--- src/rtl/csev_pkg.sv ---
// shared constants, command codes and queue entry type of the spline evaluator
`default_nettype none
package csev_pkg;
	localparam int FRAC_BITS   = 16;
	localparam int MAX_KNOTS   = 64;
	localparam int KNOT_AW     = $clog2(MAX_KNOTS);
	localparam int COEF_DEPTH  = 4 * MAX_KNOTS;
	localparam int COEF_AW     = $clog2(COEF_DEPTH);
	localparam int CNT_W       = 7;
	localparam int SEG_W       = 6;
	localparam int IDX_W       = 8;
	localparam int DATA_W      = 32;
	localparam int ACC_W       = 128;
	localparam int LIMB_W      = 32;
	localparam int QUEUE_DEPTH = 2;

	typedef enum logic [1:0] {
		CMD_LOAD_KNOT = 2'd0,
		CMD_LOAD_COEF = 2'd1,
		CMD_EVAL      = 2'd2
	} cmd_t;

	typedef struct packed {
		logic signed [DATA_W-1:0] x;
		logic signed [DATA_W-1:0] d;
		logic signed [DATA_W-1:0] c;
		logic signed [DATA_W-1:0] b;
		logic signed [DATA_W-1:0] a;
		logic [KNOT_AW-1:0]       seg;
	} job_t;
endpackage
`default_nettype wire

--- src/rtl/csev_back.sv ---
// back end: limb-serial horner evaluation, rounding, saturation and result register
`default_nettype none
module csev_back (
	input  logic                        clk,
	input  logic                        arst_n,
	input  logic                        q_empty,
	input  csev_pkg::job_t              q_head,
	output logic                        q_pop,
	output logic                        out_valid,
	input  logic                        out_stall,
	output logic signed [csev_pkg::DATA_W-1:0] y_value,
	output logic signed [csev_pkg::DATA_W-1:0] slope,
	output logic signed [csev_pkg::DATA_W-1:0] curvature,
	output logic [csev_pkg::SEG_W-1:0]  segment,
	output logic                        saturated
);
	import csev_pkg::*;

	localparam int LIMB_SH = $clog2(LIMB_W);

	typedef enum logic [1:0] {B_IDLE, B_MUL, B_FIN, B_OUT} bstate_t;
	// value: (a*x + b)*x + c, *x + d ; slope: (3a*x + 2b)*x + c ; curvature: 6a*x + 2b
	typedef enum logic [2:0] {
		ST_VAL_A, ST_VAL_B, ST_VAL_Y, ST_DER_A, ST_DER_Y, ST_CURV
	} step_t;

	bstate_t                  state_q;
	step_t                    step_q;
	logic [1:0]               limb_q;
	job_t                     job_q;
	logic signed [ACC_W-1:0]  m_q, acc_q;
	logic signed [DATA_W-1:0] y_q, dy_q, ddy_q;
	logic                     sat_q, out_valid_q;

	step_t                    step_nx;
	logic [1:0]               last;
	logic [LIMB_W-1:0]        limb_bits;
	logic signed [LIMB_W:0]   op;
	logic signed [LIMB_W+DATA_W:0] pp;
	logic signed [ACC_W-1:0]  pp_sh, a3;
	logic [DATA_W:0]          r_y, r_dy, r_dd;

	function automatic logic signed [ACC_W-1:0] sx(input logic signed [DATA_W-1:0] v);
		sx = ACC_W'(v);
	endfunction

	function automatic logic signed [ACC_W-1:0] addend(input step_t s, input job_t j);
		unique case (s)
			ST_VAL_A:           addend = sx(j.b) <<< FRAC_BITS;
			ST_DER_A, ST_CURV:  addend = sx(j.b) <<< (FRAC_BITS + 1);
			ST_VAL_B, ST_DER_Y: addend = sx(j.c) <<< (2 * FRAC_BITS);
			ST_VAL_Y:           addend = sx(j.d) <<< (3 * FRAC_BITS);
			default:            addend = '0;
		endcase
	endfunction

	// index of the top (signed) limb of the multiplicand in each step
	function automatic logic [1:0] last_limb(input step_t s);
		unique case (s)
			ST_VAL_A:                     last_limb = 2'd0;
			ST_DER_A, ST_CURV:            last_limb = 2'd1;
			ST_VAL_B, ST_VAL_Y, ST_DER_Y: last_limb = 2'd2;
			default:                      last_limb = 2'd2;
		endcase
	endfunction

	// round half up, shift right by n, clip to 32 bits; msb flags a clip
	function automatic logic [DATA_W:0] rsat(input logic signed [ACC_W-1:0] w,
			input int unsigned n);
		logic signed [ACC_W-1:0] t;
		logic signed [ACC_W-1:0] s;
		t = w + (ACC_W'(1) << (n - 1));
		s = t >>> n;
		if ((&s[ACC_W-1:DATA_W-1]) || !(|s[ACC_W-1:DATA_W-1])) begin
			rsat = {1'b0, s[DATA_W-1:0]};
		end else if (s[ACC_W-1]) begin
			rsat = {1'b1, 1'b1, {(DATA_W-1){1'b0}}};
		end else begin
			rsat = {1'b1, 1'b0, {(DATA_W-1){1'b1}}};
		end
	endfunction

	always_comb begin
		step_nx   = step_t'(step_q + 3'd1);
		last      = last_limb(step_q);
		limb_bits = m_q[{limb_q, {LIMB_SH{1'b0}}} +: LIMB_W];
		op        = (limb_q == last) ? {limb_bits[LIMB_W-1], limb_bits} : {1'b0, limb_bits};
		pp        = op * job_q.x;
		pp_sh     = ACC_W'(pp) <<< {limb_q, {LIMB_SH{1'b0}}};
		a3        = (sx(job_q.a) <<< 1) + sx(job_q.a);
		r_y       = rsat(acc_q, 3 * FRAC_BITS);
		r_dy      = rsat(acc_q, 2 * FRAC_BITS);
		r_dd      = rsat(acc_q, FRAC_BITS);
		q_pop     = (state_q == B_IDLE) && !q_empty;
	end

	always_ff @(posedge clk or negedge arst_n) begin
		if (!arst_n) begin
			state_q     <= B_IDLE;
			step_q      <= ST_VAL_A;
			limb_q      <= '0;
			out_valid_q <= 1'b0;
		end else begin
			unique case (state_q)
				B_IDLE: begin
					if (!q_empty) begin
						job_q   <= q_head;
						m_q     <= sx(q_head.a);
						acc_q   <= addend(ST_VAL_A, q_head);
						step_q  <= ST_VAL_A;
						limb_q  <= '0;
						sat_q   <= 1'b0;
						state_q <= B_MUL;
					end
				end
				B_MUL: begin
					acc_q <= acc_q + pp_sh;
					if (limb_q == last) begin
						state_q <= B_FIN;
					end else begin
						limb_q <= limb_q + 2'd1;
					end
				end
				B_FIN: begin
					unique case (step_q)
						ST_VAL_A, ST_VAL_B, ST_DER_A: m_q <= acc_q;
						ST_VAL_Y: begin
							y_q   <= r_y[DATA_W-1:0];
							sat_q <= sat_q | r_y[DATA_W];
							m_q   <= a3;
						end
						ST_DER_Y: begin
							dy_q  <= r_dy[DATA_W-1:0];
							sat_q <= sat_q | r_dy[DATA_W];
							m_q   <= a3 <<< 1;
						end
						ST_CURV: begin
							ddy_q <= r_dd[DATA_W-1:0];
							sat_q <= sat_q | r_dd[DATA_W];
						end
						default: ;
					endcase
					if (step_q == ST_CURV) begin
						out_valid_q <= 1'b1;
						state_q     <= B_OUT;
					end else begin
						acc_q   <= addend(step_nx, job_q);
						step_q  <= step_nx;
						limb_q  <= '0;
						state_q <= B_MUL;
					end
				end
				B_OUT: begin
					if (!out_stall) begin
						out_valid_q <= 1'b0;
						state_q     <= B_IDLE;
					end
				end
				default: state_q <= B_IDLE;
			endcase
		end
	end

	assign out_valid = out_valid_q;
	assign y_value   = y_q;
	assign slope     = dy_q;
	assign curvature = ddy_q;
	assign segment   = SEG_W'(job_q.seg);
	assign saturated = sat_q;
endmodule
`default_nettype wire

--- config.mk ---
export PLATFORM = sky130hd
export DESIGN_NAME = csev_back
export DESIGN_NICKNAME = d
export VERILOG_FILES = /design/src/rtl/csev_pkg.sv /design/src/rtl/csev_back.sv
export SDC_FILE = /design/constraint.sdc
export NUM_CORES = 2
export LEC_CHECK = 0
export BUFFER_PORTS_ARGS = -buffer_cell sky130_fd_sc_hd__buf_2
export CORE_MARGIN = 3
export CORE_UTILIZATION = 52
export CTS_BUF_LIST = sky130_fd_sc_hd__clkbuf_4 sky130_fd_sc_hd__clkbuf_8
export DETAILED_ROUTE_END_ITERATION = 8
export PLACE_DENSITY = 0.76
export SLEW_MARGIN = 25
export SYNTH_ARGS = -nofsm -noshare
export SYNTH_HDL_FRONTEND = slang
export SYNTH_SLANG_ARGS = --single-unit
--- constraint.sdc ---
create_clock -name clk -period 24.2 [get_ports clk]
set_input_delay 2.42 -clock clk [delete_from_list [all_inputs] [get_ports clk]]
set_output_delay 2.42 -clock clk [all_outputs]
set_load 0.02 [all_outputs]
==> metrics.txt <==
Num CTS Buffers 95; Worst-Margin Slew roughly 1.2 ns; post-CTS setup repair buffer count 0; final net count around 10000; Slew HR between 10% and 20%; Crit path largest cell delay 0.92 ns; Routed Wire Length 291 mm; GP Congestion about 1.1; Arr. time, crit path approximately 17 ns; slowest stage cell on the critical path fa_1; Initial Util between 50 and 60%; fraction of registers with async set/reset 1.52%; CP required 24.92 ns; Clock Tree Buf Depth 3; max-cap violation count 0; CTS tree built; number of global-route vias before repair 67488; P&R area growth vs syn 6.96%; post_cts resized 0; dominant cells by area after synthesis fa_1 (28%), edfxtp_1 (20%), ha_1 (6.1%); worst min-delay path class flop to flop; Remaining DRCs 4; Synth cell types 100; share of cells above drive strength 1 8.90%; Routed wire per std cell roughly 28 um; final setup TNS 0 ns; Die ar. around 150000 um^2; Detailed Routing Iterations Pass 1 9; final setup violation count 0; crit path capture type flop; Main synth FF type edfxtp_1; Vias 66180; Synth Area in Compound Gates 12.5%; largest family of logic cells by synthesized area adder cells; Post-Synth XOR/XNOR Area under 10%; global-route wire length before repair between 400 and 500 mm; flop and latch count out of synthesis about 530; initial antenna violation count 9; PortBufs between 200 and 300; Sink Count between 500 and 600; CTS root buffer clkbuf_8; Top Family by Delay on Critical Path adder cells; ANT nets after route 0; Final Max Tran Viols 0; Seq/Total Area, Yosys about a fifth; mux cell area share after synthesis under 10%; Vias/cell about 6.3; post-route setup slack 8.18 ns; largest net degree at the start of global routing 85; status finished with violations; violated checks DRC; Gate Count Post-Synth around 8500; Post-CTS Hold Fix Bufs 0; post-synthesis simple-gate area fraction between 10% and 20%; Worst Setup Start Kind flop; WS Path Type flop to flop; Final period util around two thirds; Period minus WS final 16.02 ns; Synth Warn # 0; First DRT Iteration DRCs 7789; Die W roughly 400 um; DPL Wire Length between 200 and 250 mm; syn nets 10162; clock-pin slew of the registers on the worst-case setup and hold paths approximately 0.070 ns; syn avg cell area between 9 and 10 um^2; Skew-Pair Late Insertion Delay ~0.87 ns; Synth top area share ~28%; core area between 100000 and 150000 um^2; Site Rows approximately 140; post-route design area between 80000 and 90000 um^2; EDFF count, synth between 500 and 600; endpoints failing hold 0; H-tree Lvls 3; Total GRT Usage about two fifths; biggest area consumer among synthesized cells fa_1; Cell Area, Synth just under 80000 um^2; clock skew 0.0611 ns; dpl ws ~8.5 ns; Crit path buffers/inverters 12; CP max FO 44; total congestion overflow 0; Post-DP Area roughly 81000 um^2; Ports 275; worst hold margin approximately 0.58 ns; f_max ~0.062 GHz; Synth Area in Adders around a third; chip height around 400 um; RSZ-0062 raised after global routing no
[state kept, by name, summed over array words and instances (netlist names), 2 cells and up]
signal / count
curvature: 32
acc_q: 128
state_q: 2
limb_q: 2
job_q: 160
segment: 6
m_q: 128
slope: 32
step_q: 3
y_value: 32
[routing by layer]
metal  global-route usage [%]  vias up  share of wire, %
met5                        0        -            0.0045
met4                     21.8        2               6.8
met3                     8.21      894                11
met2                     58.2     4088                44
met1                     50.4    33010                38
li1                         -    28186                 -
[final cells by class]
type / instances / area (um^2)
antenna: 16 / 40.0
clock buffer: 118 / 1480
clock inverter: 55 / 699
fill: 13194 / 65000
inverter: 1258 / 4720
multi-input combinational: 6207 / 55000
sequential: 527 / 15800
tap: 1930 / 2410
timing repair buffer: 464 / 2840
[synthesized netlist by cell type, types with 34 or more instances]
| master | count |
|---|---|
| or3_1 | 36 |
| xor2_1 | 194 |
| o211ai_1 | 34 |
| nand3_1 | 133 |
| o22ai_1 | 34 |
| a21oi_1 | 501 |
| edfxtp_1 | 519 |
| ha_1 | 379 |
| nand2_1 | 851 |
| buf_2 | 57 |
| nor4_1 | 75 |
| nand2b_1 | 43 |
| a31oi_1 | 44 |
| a221oi_1 | 45 |
| o21ai_0 | 275 |
| and2_1 | 563 |
| nor3_1 | 126 |
| o21bai_1 | 65 |
| and4_1 | 35 |
| and3_1 | 46 |
| xnor2_1 | 304 |
| nand4_1 | 151 |
| a21o_1 | 223 |
| inv_1 | 1254 |
| o221ai_1 | 41 |
| fa_1 | 1076 |
| nor2_1 | 487 |
| clkbuf_1 | 444 |
[path summary, 6_finish.rpt]
check	startpoint	endpoint	slack [ns]	depth (start not counted)
max	limb_q[0]$_DFFE_PN0P_	acc_q[127]$_DFFE_PP_	8.18	48
max in group asynchronous	arst_n	limb_q[1]$_DFFE_PN0P_	22.40	1
min	acc_q[85]$_DFFE_PP_	m_q[85]$_DFFE_PP_	0.58	1
min reg2reg	acc_q[85]$_DFFE_PP_	m_q[85]$_DFFE_PP_	0.58	1
max reg2reg	limb_q[0]$_DFFE_PN0P_	acc_q[127]$_DFFE_PP_	8.18	48
min in group asynchronous	arst_n	limb_q[0]$_DFFE_PN0P_	1.50	1
[cells in the final DEF, fill, tap and decap left out, types with 45 or more instances in the layout]
cell type and n:
clkbuf_8 95, a21o_1 223, buf_4 186, xnor2_1 303, ha_1 378, o21bai_1 65, nor2_1 483, a21oi_1 500
and3_1 46, nor3_1 121, nor4_1 73, inv_1 1253, fa_1 1076, o21ai_0 273, edfxtp_1 519, nand2_1 850
a221oi_1 45, xor2_1 194, and2_1 561, buf_2 274, nand4_1 151, nand3_1 133
[per-stage QoR]
stage | instances | utilization (%)
6_report | 10575 | 56.1
5_1_grt | 10560 | 56.0
4_1_cts | 10559 | 56.0
3_5_place_dp | 10386 | 54.6
3_3_place_gp | 10383 | 54.5
2_1_floorplan | 8537 | -
[kinds of logic after synthesis]
logic type                 count (synthesis)
and+or+nand+nor                         2666
buffers and inverters                   1803
AOI/OAI and AO/OA                       1510
adders and majority gates               1464
DFF                                      527
xor gates and xnor gates                 498
muxes                                     69
Power is not shown: default switching activity piles up to over one toggle a cycle in this logic, so the estimate is an artifact.
