<file path="config.mk">
export PLATFORM = sky130hd
export DESIGN_NAME = csev_queue
export DESIGN_NICKNAME = d
export VERILOG_FILES = /design/src/rtl/csev_pkg.sv /design/src/rtl/csev_queue.sv
export SDC_FILE = /design/constraint.sdc
export NUM_CORES = 1
export LEC_CHECK = 0
export ABC_AREA = 1
export BUFFER_PORTS_ARGS = -buffer_cell sky130_fd_sc_hd__buf_2
export CAP_MARGIN = 20
export CORE_MARGIN = 2
export CORE_UTILIZATION = 56
export CTS_CLUSTER_DIAMETER = 30
export CTS_CLUSTER_SIZE = 28
export DETAILED_ROUTE_END_ITERATION = 8
export HOLD_SLACK_MARGIN = 0.06
export PLACE_DENSITY_LB_ADDON = 0.05
export SETUP_SLACK_MARGIN = 0.3
export SLEW_MARGIN = 10
export SYNTH_ARGS = -nofsm -noshare
export SYNTH_HDL_FRONTEND = slang
export SYNTH_SLANG_ARGS = --single-unit
</file>
<file path="constraint.sdc">
create_clock -name clk -period 14.11 [get_ports clk]
set_input_delay 0 -clock clk [delete_from_list [all_inputs] [get_ports clk]]
set_output_delay 0 -clock clk [all_outputs]
set_load 0.02 [all_outputs]
</file>
<file path="src/rtl/csev_pkg.sv">
// shared constants, command codes and queue entry type of the spline evaluator
`default_nettype none
package csev_pkg;
	localparam int FRAC_BITS   = 16;
	localparam int MAX_KNOTS   = 64;
	localparam int KNOT_AW     = $clog2(MAX_KNOTS);
	localparam int COEF_DEPTH  = 4 * MAX_KNOTS;
	localparam int COEF_AW     = $clog2(COEF_DEPTH);
	localparam int CNT_W       = 7;
	localparam int SEG_W       = 6;
	localparam int IDX_W       = 8;
	localparam int DATA_W      = 32;
	localparam int ACC_W       = 128;
	localparam int LIMB_W      = 32;
	localparam int QUEUE_DEPTH = 2;

	typedef enum logic [1:0] {
		CMD_LOAD_KNOT = 2'd0,
		CMD_LOAD_COEF = 2'd1,
		CMD_EVAL      = 2'd2
	} cmd_t;

	typedef struct packed {
		logic signed [DATA_W-1:0] x;
		logic signed [DATA_W-1:0] d;
		logic signed [DATA_W-1:0] c;
		logic signed [DATA_W-1:0] b;
		logic signed [DATA_W-1:0] a;
		logic [KNOT_AW-1:0]       seg;
	} job_t;
endpackage
`default_nettype wire

</file>
<file path="src/rtl/csev_queue.sv">
// small fifo of evaluation jobs between front and back
`default_nettype none
module csev_queue (
	input  logic           clk,
	input  logic           arst_n,
	input  logic           push,
	input  csev_pkg::job_t push_job,
	input  logic           pop,
	output csev_pkg::job_t head,
	output logic           empty,
	output logic           full
);
	import csev_pkg::*;

	localparam int PW = (QUEUE_DEPTH > 1) ? $clog2(QUEUE_DEPTH) : 1;
	localparam int CW = $clog2(QUEUE_DEPTH + 1);

	job_t          ent_q [QUEUE_DEPTH];
	logic [PW-1:0] wp_q, rp_q;
	logic [CW-1:0] cnt_q;

	function automatic logic [PW-1:0] nxt(input logic [PW-1:0] p);
		nxt = (p == PW'(QUEUE_DEPTH - 1)) ? '0 : p + PW'(1);
	endfunction

	assign empty = (cnt_q == '0);
	assign full  = (cnt_q == CW'(QUEUE_DEPTH));
	assign head  = ent_q[rp_q];

	always_ff @(posedge clk) begin
		if (push && !full) begin
			ent_q[wp_q] <= push_job;
		end
	end

	always_ff @(posedge clk or negedge arst_n) begin
		if (!arst_n) begin
			wp_q  <= '0;
			rp_q  <= '0;
			cnt_q <= '0;
		end else begin
			if (push && !full) begin
				wp_q <= nxt(wp_q);
			end
			if (pop && !empty) begin
				rp_q <= nxt(rp_q);
			end
			cnt_q <= cnt_q + CW'(push && !full) - CW'(pop && !empty);
		end
	end
endmodule
`default_nettype wire

</file>
==> metrics, run 1 <==
outcome=completed; CP cell instances=inv_4, buf_4, nand2_1, nand2_1, buf_2; Final Cycle Share=22.7%; Lkg Pwr=0.00770 µW; Peak VDD IR=0.000170 V; via total after detailed routing=8575; reg2reg path depth=5; cell row count=54; DR WL/cell=16.5 µm; mapped cell area=0.0124 mm²; gr usage total=24.6%; chip width=153 µm; HP Start=push_job[3]; Via density=4.88; EDFF count, synth=332; Skew-Pair Late Insertion Delay=0.55 ns; largest net degree at the start of global routing=87; Final Max Tran Viols=0; postcts setup bufs=0; global-route wire length before repair=45200 µm; RSZ-0062 raised after global routing=false; largest cells by area after synthesis=edfxtp_1 81%, nand2_1 16%, buf_6 1.3%; flop-to-flop setup slack=11.42 ns; Post-CTS Resized=0; Die Y=153 µm; Critical Path Stages=5; Post-Layout Cell Count=1757; vias in the first global route=8981; Pre-antenna DRT Iters=5; total negative slack=0 ns; Num Clock Sinks=336; post-synth net total=1073; CTS hold repair buffers=170; Hold Crit Class=in2reg; worst-margin pin slew=1.01 ns; Die Area=0.0233 mm²; Clock Pin Slew Worst Setup and Hold Paths=0.06 ns; Area growth syn-to-layout=42.8%; nets@finish=1606; average size of a mapped cell=13.7 µm²; CP Launch Type=flop; sequential fraction of the synthesis area=81.4%; WL final=29000 µm; # port buffers=337; FF-to-FF End=ent_q[1][116]; Worst Clk Skew=0.0117 ns; Placed Cells=1489; CP top delay family=buffers and inverters; Worst Path Arrival=3.21 ns; initial antenna violation count=0; DRC=0; most common cell in the netlist=nand2_1; share of flip-flops with an asynchronous set or reset=1.19%; Final Hold Viols=0; Post-Syn Instances=901; H-tree levels=2; Iter 0 DRT Violations=437; Max Cap Violations=0; post-route ant nets=0; Num CTS Buffers=53; met1 usage=29.6%; hold path depth=2; slowest stage cell, crit path=buf_4; busiest grt layer=met2; critical path capture point type=output port; routing usage on met2=42.2%; Power Density=223 mW/mm²; Crit. Startpoint=rp_q; CTS tree=yes; grt total ovfl=0; warnings from Yosys=0; Post-DP HPWL=16400 µm; Final setup viols=0; Max Buffers Root-to-Sink=3; Slew HR=32.5%; share of layout cells above drive strength 1=29.2%; top_reg_cell synth=edfxtp_1; post-synth top area cell=edfxtp_1; GRT met3 Usage=7.14%; commonest cells in the synthesized netlist=511 x nand2_1, 332 x edfxtp_1, 16 x buf_2; min Tclk post-route=3.21 ns; Initial Util=56.9%; most used cell, CP=nand2_1; Critical Path Max Stage Delay=0.85 ns; CP bufs+invs=3; IO Pins=338; #FFs+latches synth=336; Ant. Diodes=0; Worst Hold Path EP=ent_q[1][3]; Worst EP required=14.11 ns; FMAX=312 MHz; WHS=0.174 ns; root buffer selected by CTS=clkbuf_16; WS Path Type=reg2out; worst reg2reg startpoint=cnt_q[1]; post-synth cell types=12; CORE AREA=0.0218 mm²; fin util=81.2%; top cell type's share of synthesized area=80.6%; Max Fanout on Critical Path=86; GPL Wtd Cong=0.814
-- worst max path at each step --
stage	slack, ns	endpoint
finish	10.90	head[77]
global route	10.66	head[47]
CTS	10.85	head[77]
detailed placement	11.42	head[33]
global placement	11.39	ent_q[1][116]
floorplan	5.97	ent_q[1][0]
-- layout by cell type (no fill, tap or decap), types with 2 or more instances in the layout --
cell,Yosys,routed
clkbuf_16,0,53
dfrtp_1,4,3
clkinv_2,0,13
buf_2,16,337
inv_6,0,4
buf_4,6,8
clkinvlp_4,0,3
ha_1,2,2
edfxtp_1,332,332
inv_1,10,9
clkinv_1,0,11
nand2_1,511,511
nand3_1,3,3
clkbuf_1,0,4
bufinv_16,0,8
clkinv_8,0,2
dlygate4sd3_1,0,170
-- worst register-to-register path: stages (launching register included) --
cell and delay [ns]:
dfrtp_1 0.39, nand2_1 0.12, nand2_1 0.13, nor2_4 0.11, buf_4 0.56, buf_4 0.96
-- stage by stage --
step	worst slack, ns	power, µW	cell area (µm²)
after floorplan	5.97	2290	12400
after global placement	11.39	2630	14200
after detailed placement	11.42	2640	14200
after CTS	10.85	3950	17700
after global routing	10.66	4120	17700
final	10.90	3940	17700
-- area by class of cell --
cell class              instances  area [µm²]
flip-flops and latches        336       10100
fillers                      1216        4090
repair buffers                515        3450
multi-input cells             517        1970
clock buffers                  57        1340
clock inverters                41         437
well taps                     280         350
inverters                      11        48.8
-- logic make-up (layout without fill, tap and decap cells) --
family / after synthesis / in the layout / share of synthesized area, %
fa+ha+maj: 2 / 2 / 0.202
simple gates: 515 / 515 / 15.7
buf+inv: 48 / 624 / 2.76
flops: 336 / 336 / 81.4
-- state kept, by name (all words and copies together), names as in the netlist --
register / count
ent_q: 332
wp_q: 1
rp_q: 1
cnt_q: 2
-- layer usage --
| layer | wire length, µm | vias to the layer above |
|---|---|---|
| met1 | 10900 | 4020 |
| li1 | - | 4132 |
| met4 | 1010 | 0 |
| met3 | 2220 | 78 |
| met2 | 14900 | 345 |
| met5 | 0 | - |
-- report_power, final --
part | internal (µW) | switching, µW | leakage [µW]
Clock | 832 | 436 | 0.000871
Combinational | 343 | 899 | 0.00369
Sequential | 1360 | 63.0 | 0.00314
Power figures use the tool's default switching activity.
==> inputs of run 2 (changes only) <==
--- a/config.mk
+++ b/config.mk
@@ -5,11 +5,11 @@
 export SDC_FILE = /design/constraint.sdc
 export NUM_CORES = 1
 export LEC_CHECK = 0
-export ABC_AREA = 1
+export ABC_AREA = 0
 export BUFFER_PORTS_ARGS = -buffer_cell sky130_fd_sc_hd__buf_2
 export CAP_MARGIN = 20
 export CORE_MARGIN = 2
-export CORE_UTILIZATION = 56
+export CORE_UTILIZATION = 52
 export CTS_CLUSTER_DIAMETER = 30
 export CTS_CLUSTER_SIZE = 28
 export DETAILED_ROUTE_END_ITERATION = 8
==> constraint.sdc (replaced) <==
create_clock -name clk -period 3.3 [get_ports clk]
set_input_delay 0 -clock clk [delete_from_list [all_inputs] [get_ports clk]]
set_output_delay 0 -clock clk [all_outputs]
set_load 0.02 [all_outputs]
==> run 2 against run 1 <==
Compared with the run above: power increased to 4.3 times the previous value; wire length decreased by 5.7%; sequential cell count unchanged; utilization decreased by 5.5 points; first-iteration DRC count decreased by 8.2%; critical path depth decreased by 2; hold slack improved by 0.015 ns; die area increased by 10%.
==> metrics, run 2 <==
post-synth net total=707 (-34%); Internal=11900 µW (+370%); WS Path Type=reg2out; Placed Cells=1188 (-20%); Pre-antenna DRT Iters=4 (-1); largest cells by area after synthesis=edfxtp_1 78%, mux2_4 15%, mux2_2 3.2%; CP Launch Type=flop; clock share of power=32.1% (about the same); nets@finish=1262 (-21%); # port buffers=337 (unchanged); worst-margin pin slew=0.900 ns (-0.113 ns); Worst EP required=3.30 ns (-10.81 ns); top_reg_cell synth=edfxtp_1; H-tree levels=2 (unchanged); CTS tree=yes; Final setup viols=0 (unchanged); Via density=4.89 (+0.22%); Hold Crit Class=in2reg; share of flip-flops with an asynchronous set or reset=1.19% (unchanged); DRC=0 (unchanged); via total after detailed routing=7136 (-17%); FMAX=399 MHz; Post-Layout Cell Count=1459 (-17%); CORE AREA=0.0242 mm² (+11%); most common cell in the netlist=edfxtp_1; mux contribution to synthesized area=18.5% (+19 points); gr usage total=20.8% (-3.8 points); outcome=completed; CP cell instances=buf_4, mux2_4, buf_2; post-synthesis compound-gate area fraction=0% (unchanged); Iter 0 DRT Violations=401 (-8.2%); #FFs+latches synth=336 (unchanged); vias in the first global route=7791 (-13%); Critical Path Max Stage Delay=1.02 ns (+0.17 ns); postcts setup bufs=0 (unchanged); largest net degree at the start of global routing=94 (+8.0%); largest family of logic cells by synthesized area=multiplexers; Final Max Tran Viols=0 (unchanged); post-synth top area cell=edfxtp_1; CP bufs+invs=2 (-1); CTS hold repair buffers=170 (unchanged); GPL Wtd Cong=0.796 (-2.2%); cell row count=57 (+5.6%); Reg with most FFs=ent_q; switching power=5210 µW (+270%); max reg flops=332 (unchanged); commonest cells in the synthesized netlist=332 x edfxtp_1, 130 x mux2_4, 36 x mux2_2; Die Area=0.0257 mm² (+10%); CP top delay family=flip-flops; Initial Util=52.6% (-4.3 points); chip width=160 µm (+5.1%); Synth Area in XOR/XNOR=0.275% (+0.28 points); Num Clock Sinks=336 (unchanged); root buffer selected by CTS=clkbuf_16; WHS=0.189 ns (+0.0149 ns); Post-Syn Instances=535 (-41%); share of layout cells above drive strength 1=52.8% (+24 points); grt total ovfl=0 (unchanged); most frequent cells in the layout=337 x buf_2, 332 x edfxtp_1, 170 x dlygate4sd3_1; Seq pwr share=36.5% (+0.2 points); Die Y=160 µm (+5.1%); post-route ant nets=0 (unchanged); sequential fraction of the synthesis area=79.2% (-2.2 points); Clock Pin Slew Worst Setup and Hold Paths=0.05 ns (about the same); Power Density=935 mW/mm² (+320%); mapped cell area=0.0127 mm² (+2.8%); Skew-Pair Late Insertion Delay=0.54 ns (about the same); slowest stage cell, crit path=dfrtp_4; Peak VDD IR=0.000531 V (+210%); Num CTS Buffers=54 (+1.9%); top cell type's share of synthesized area=78.4% (-2.2 points); worst reg2reg startpoint=cnt_q[1]; Sw Ratio=30.4% (-5.1 points); Post-CTS Resized=0 (unchanged); average size of a mapped cell=23.8 µm² (+73%); Max Cap Violations=0 (unchanged); WL final=27300 µm (-5.7%); biggest regs=ent_q: 332 flops, cnt_q: 2 flops; Slew HR=40.0% (+7.5 points); Max Fanout on Critical Path=53 (-38%); Post-Synth Adder-Cell Area=0.197% (-0.0055 points); Worst Clk Skew=0.0160 ns (+0.00432 ns); HP Start=push_job[47]; EDFF count, synth=332 (unchanged); most common cell after layout, fill and taps aside=buf_2; initial antenna violation count=2 (+2); Post-Synth Simple-Gate Area=0.236% (-15 points); IO Pins=338 (unchanged); critical path capture point type=output port; Final Hold Viols=0 (unchanged); Crit. Startpoint=rp_q; min Tclk post-route=2.50 ns; DR WL/cell=18.7 µm (+14%); post-synth cell types=15 (+3); Worst Path Arrival=2.50 ns (-0.71 ns); Fillers=1388 (+14%); global-route wire length before repair=41600 µm (-7.9%); Lkg Pwr=0.00738 µW (-4.1%); Combinational Power Share=31.4% (about the same); Final Cycle Share=75.9%; Area growth syn-to-layout=44.0%; Max Buffers Root-to-Sink=3 (unchanged); RSZ-0062 raised after global routing=false; Post-DP HPWL=17000 µm (+3.9%); warnings from Yosys=0 (unchanged)
==> run 2: cell count changes after synthesis, moves of 2 or more <==
| cell | before | now |
|---|---|---|
| nand2_1 | 511 | 1 |
| mux2_4 | 0 | 130 |
| mux2_2 | 0 | 36 |
| buf_2 | 16 | 3 |
| inv_1 | 10 | 2 |
| buf_4 | 6 | 0 |
| nand3_1 | 3 | 0 |
| xnor2_1 | 0 | 3 |
| buf_6 | 14 | 16 |
==> run 2: cells by family (layout without fill, tap and decap cells) <==
kind of cell	after synthesis	in the layout
xor gates and xnor gates	4	4
adders and majority gates	2	2
buffers and inverters	21	619
DFF	336	336
muxes	166	166
other	0	2
and+or+nand+nor	6	6
==> run 2: layout make-up <==
| class | instances | area, µm² | share of cell area [%] |
|---|---|---|---|
| Antenna cell | 2 | 5.00 | 0.0273 |
| Multi-Input combinational cell | 178 | 2460 | 13.4 |
| Timing Repair Buffer | 518 | 3550 | 19.4 |
| Inverter | 2 | 7.51 | 0.0410 |
| Clock buffer | 63 | 1410 | 7.68 |
| Tap cell | 324 | 405 | 2.21 |
| Sequential cell | 336 | 10100 | 55.0 |
| Clock inverter | 36 | 408 | 2.23 |
==> run 2: final timing paths <==
check,to,slack [ns],depth (start not counted)
worst max-delay path,head[38],0.80,3
max in group asynchronous,rp_q,2.70,3
worst min register to register,cnt_q[1],0.50,1
worst min-delay path,ent_q[0][47],0.19,2
min in group asynchronous,wp_q,0.40,3
worst max register to register,ent_q[0][164],1.62,4
==> run 2: per-stage QoR <==
step                setup TNS [ns]  setup WS [ns]  util, %  instance area (µm²)  total power, µW
floorplan                   -30.37         -0.183        -                12700            10100
global placement                 0           1.34     61.2                14800            11500
detailed placement               0           1.32     61.2                14800            11600
CTS                              0          0.756     75.7                18300            17300
global route                     0          0.704     75.7                18300            17800
finish                           0          0.795     75.7                18300            17100
==> run 2: routing by layer <==
layer / track usage, % / up-vias / part of all wire (%)
met2: 37.0 / 260 / 52
met3: 5.66 / 45 / 6.1
met5: 0 / - / 0
met1: 24.4 / 3568 / 40
li1: - / 3263 / -
met4: 7.45 / 0 / 2.5
==> run 2: power groups by stage <==
stage | registers [µW] | clock network [µW] | logic, µW
2_1_floorplan | 6150 | 0 | 3950
3_3_place_gp | 6280 | 0 | 5170
3_5_place_dp | 6340 | 0 | 5230
4_1_cts | 6260 | 5590 | 5410
5_1_grt | 6330 | 5800 | 5670
6_report | 6250 | 5500 | 5370
==> run 2: worst reg2reg max path: cells and delay by family (launching register included) <==
kind,cells,cell delay [ns]
buffers and inverters,1,0.44
DFF,1,0.40
and+or+nand+nor,3,0.47
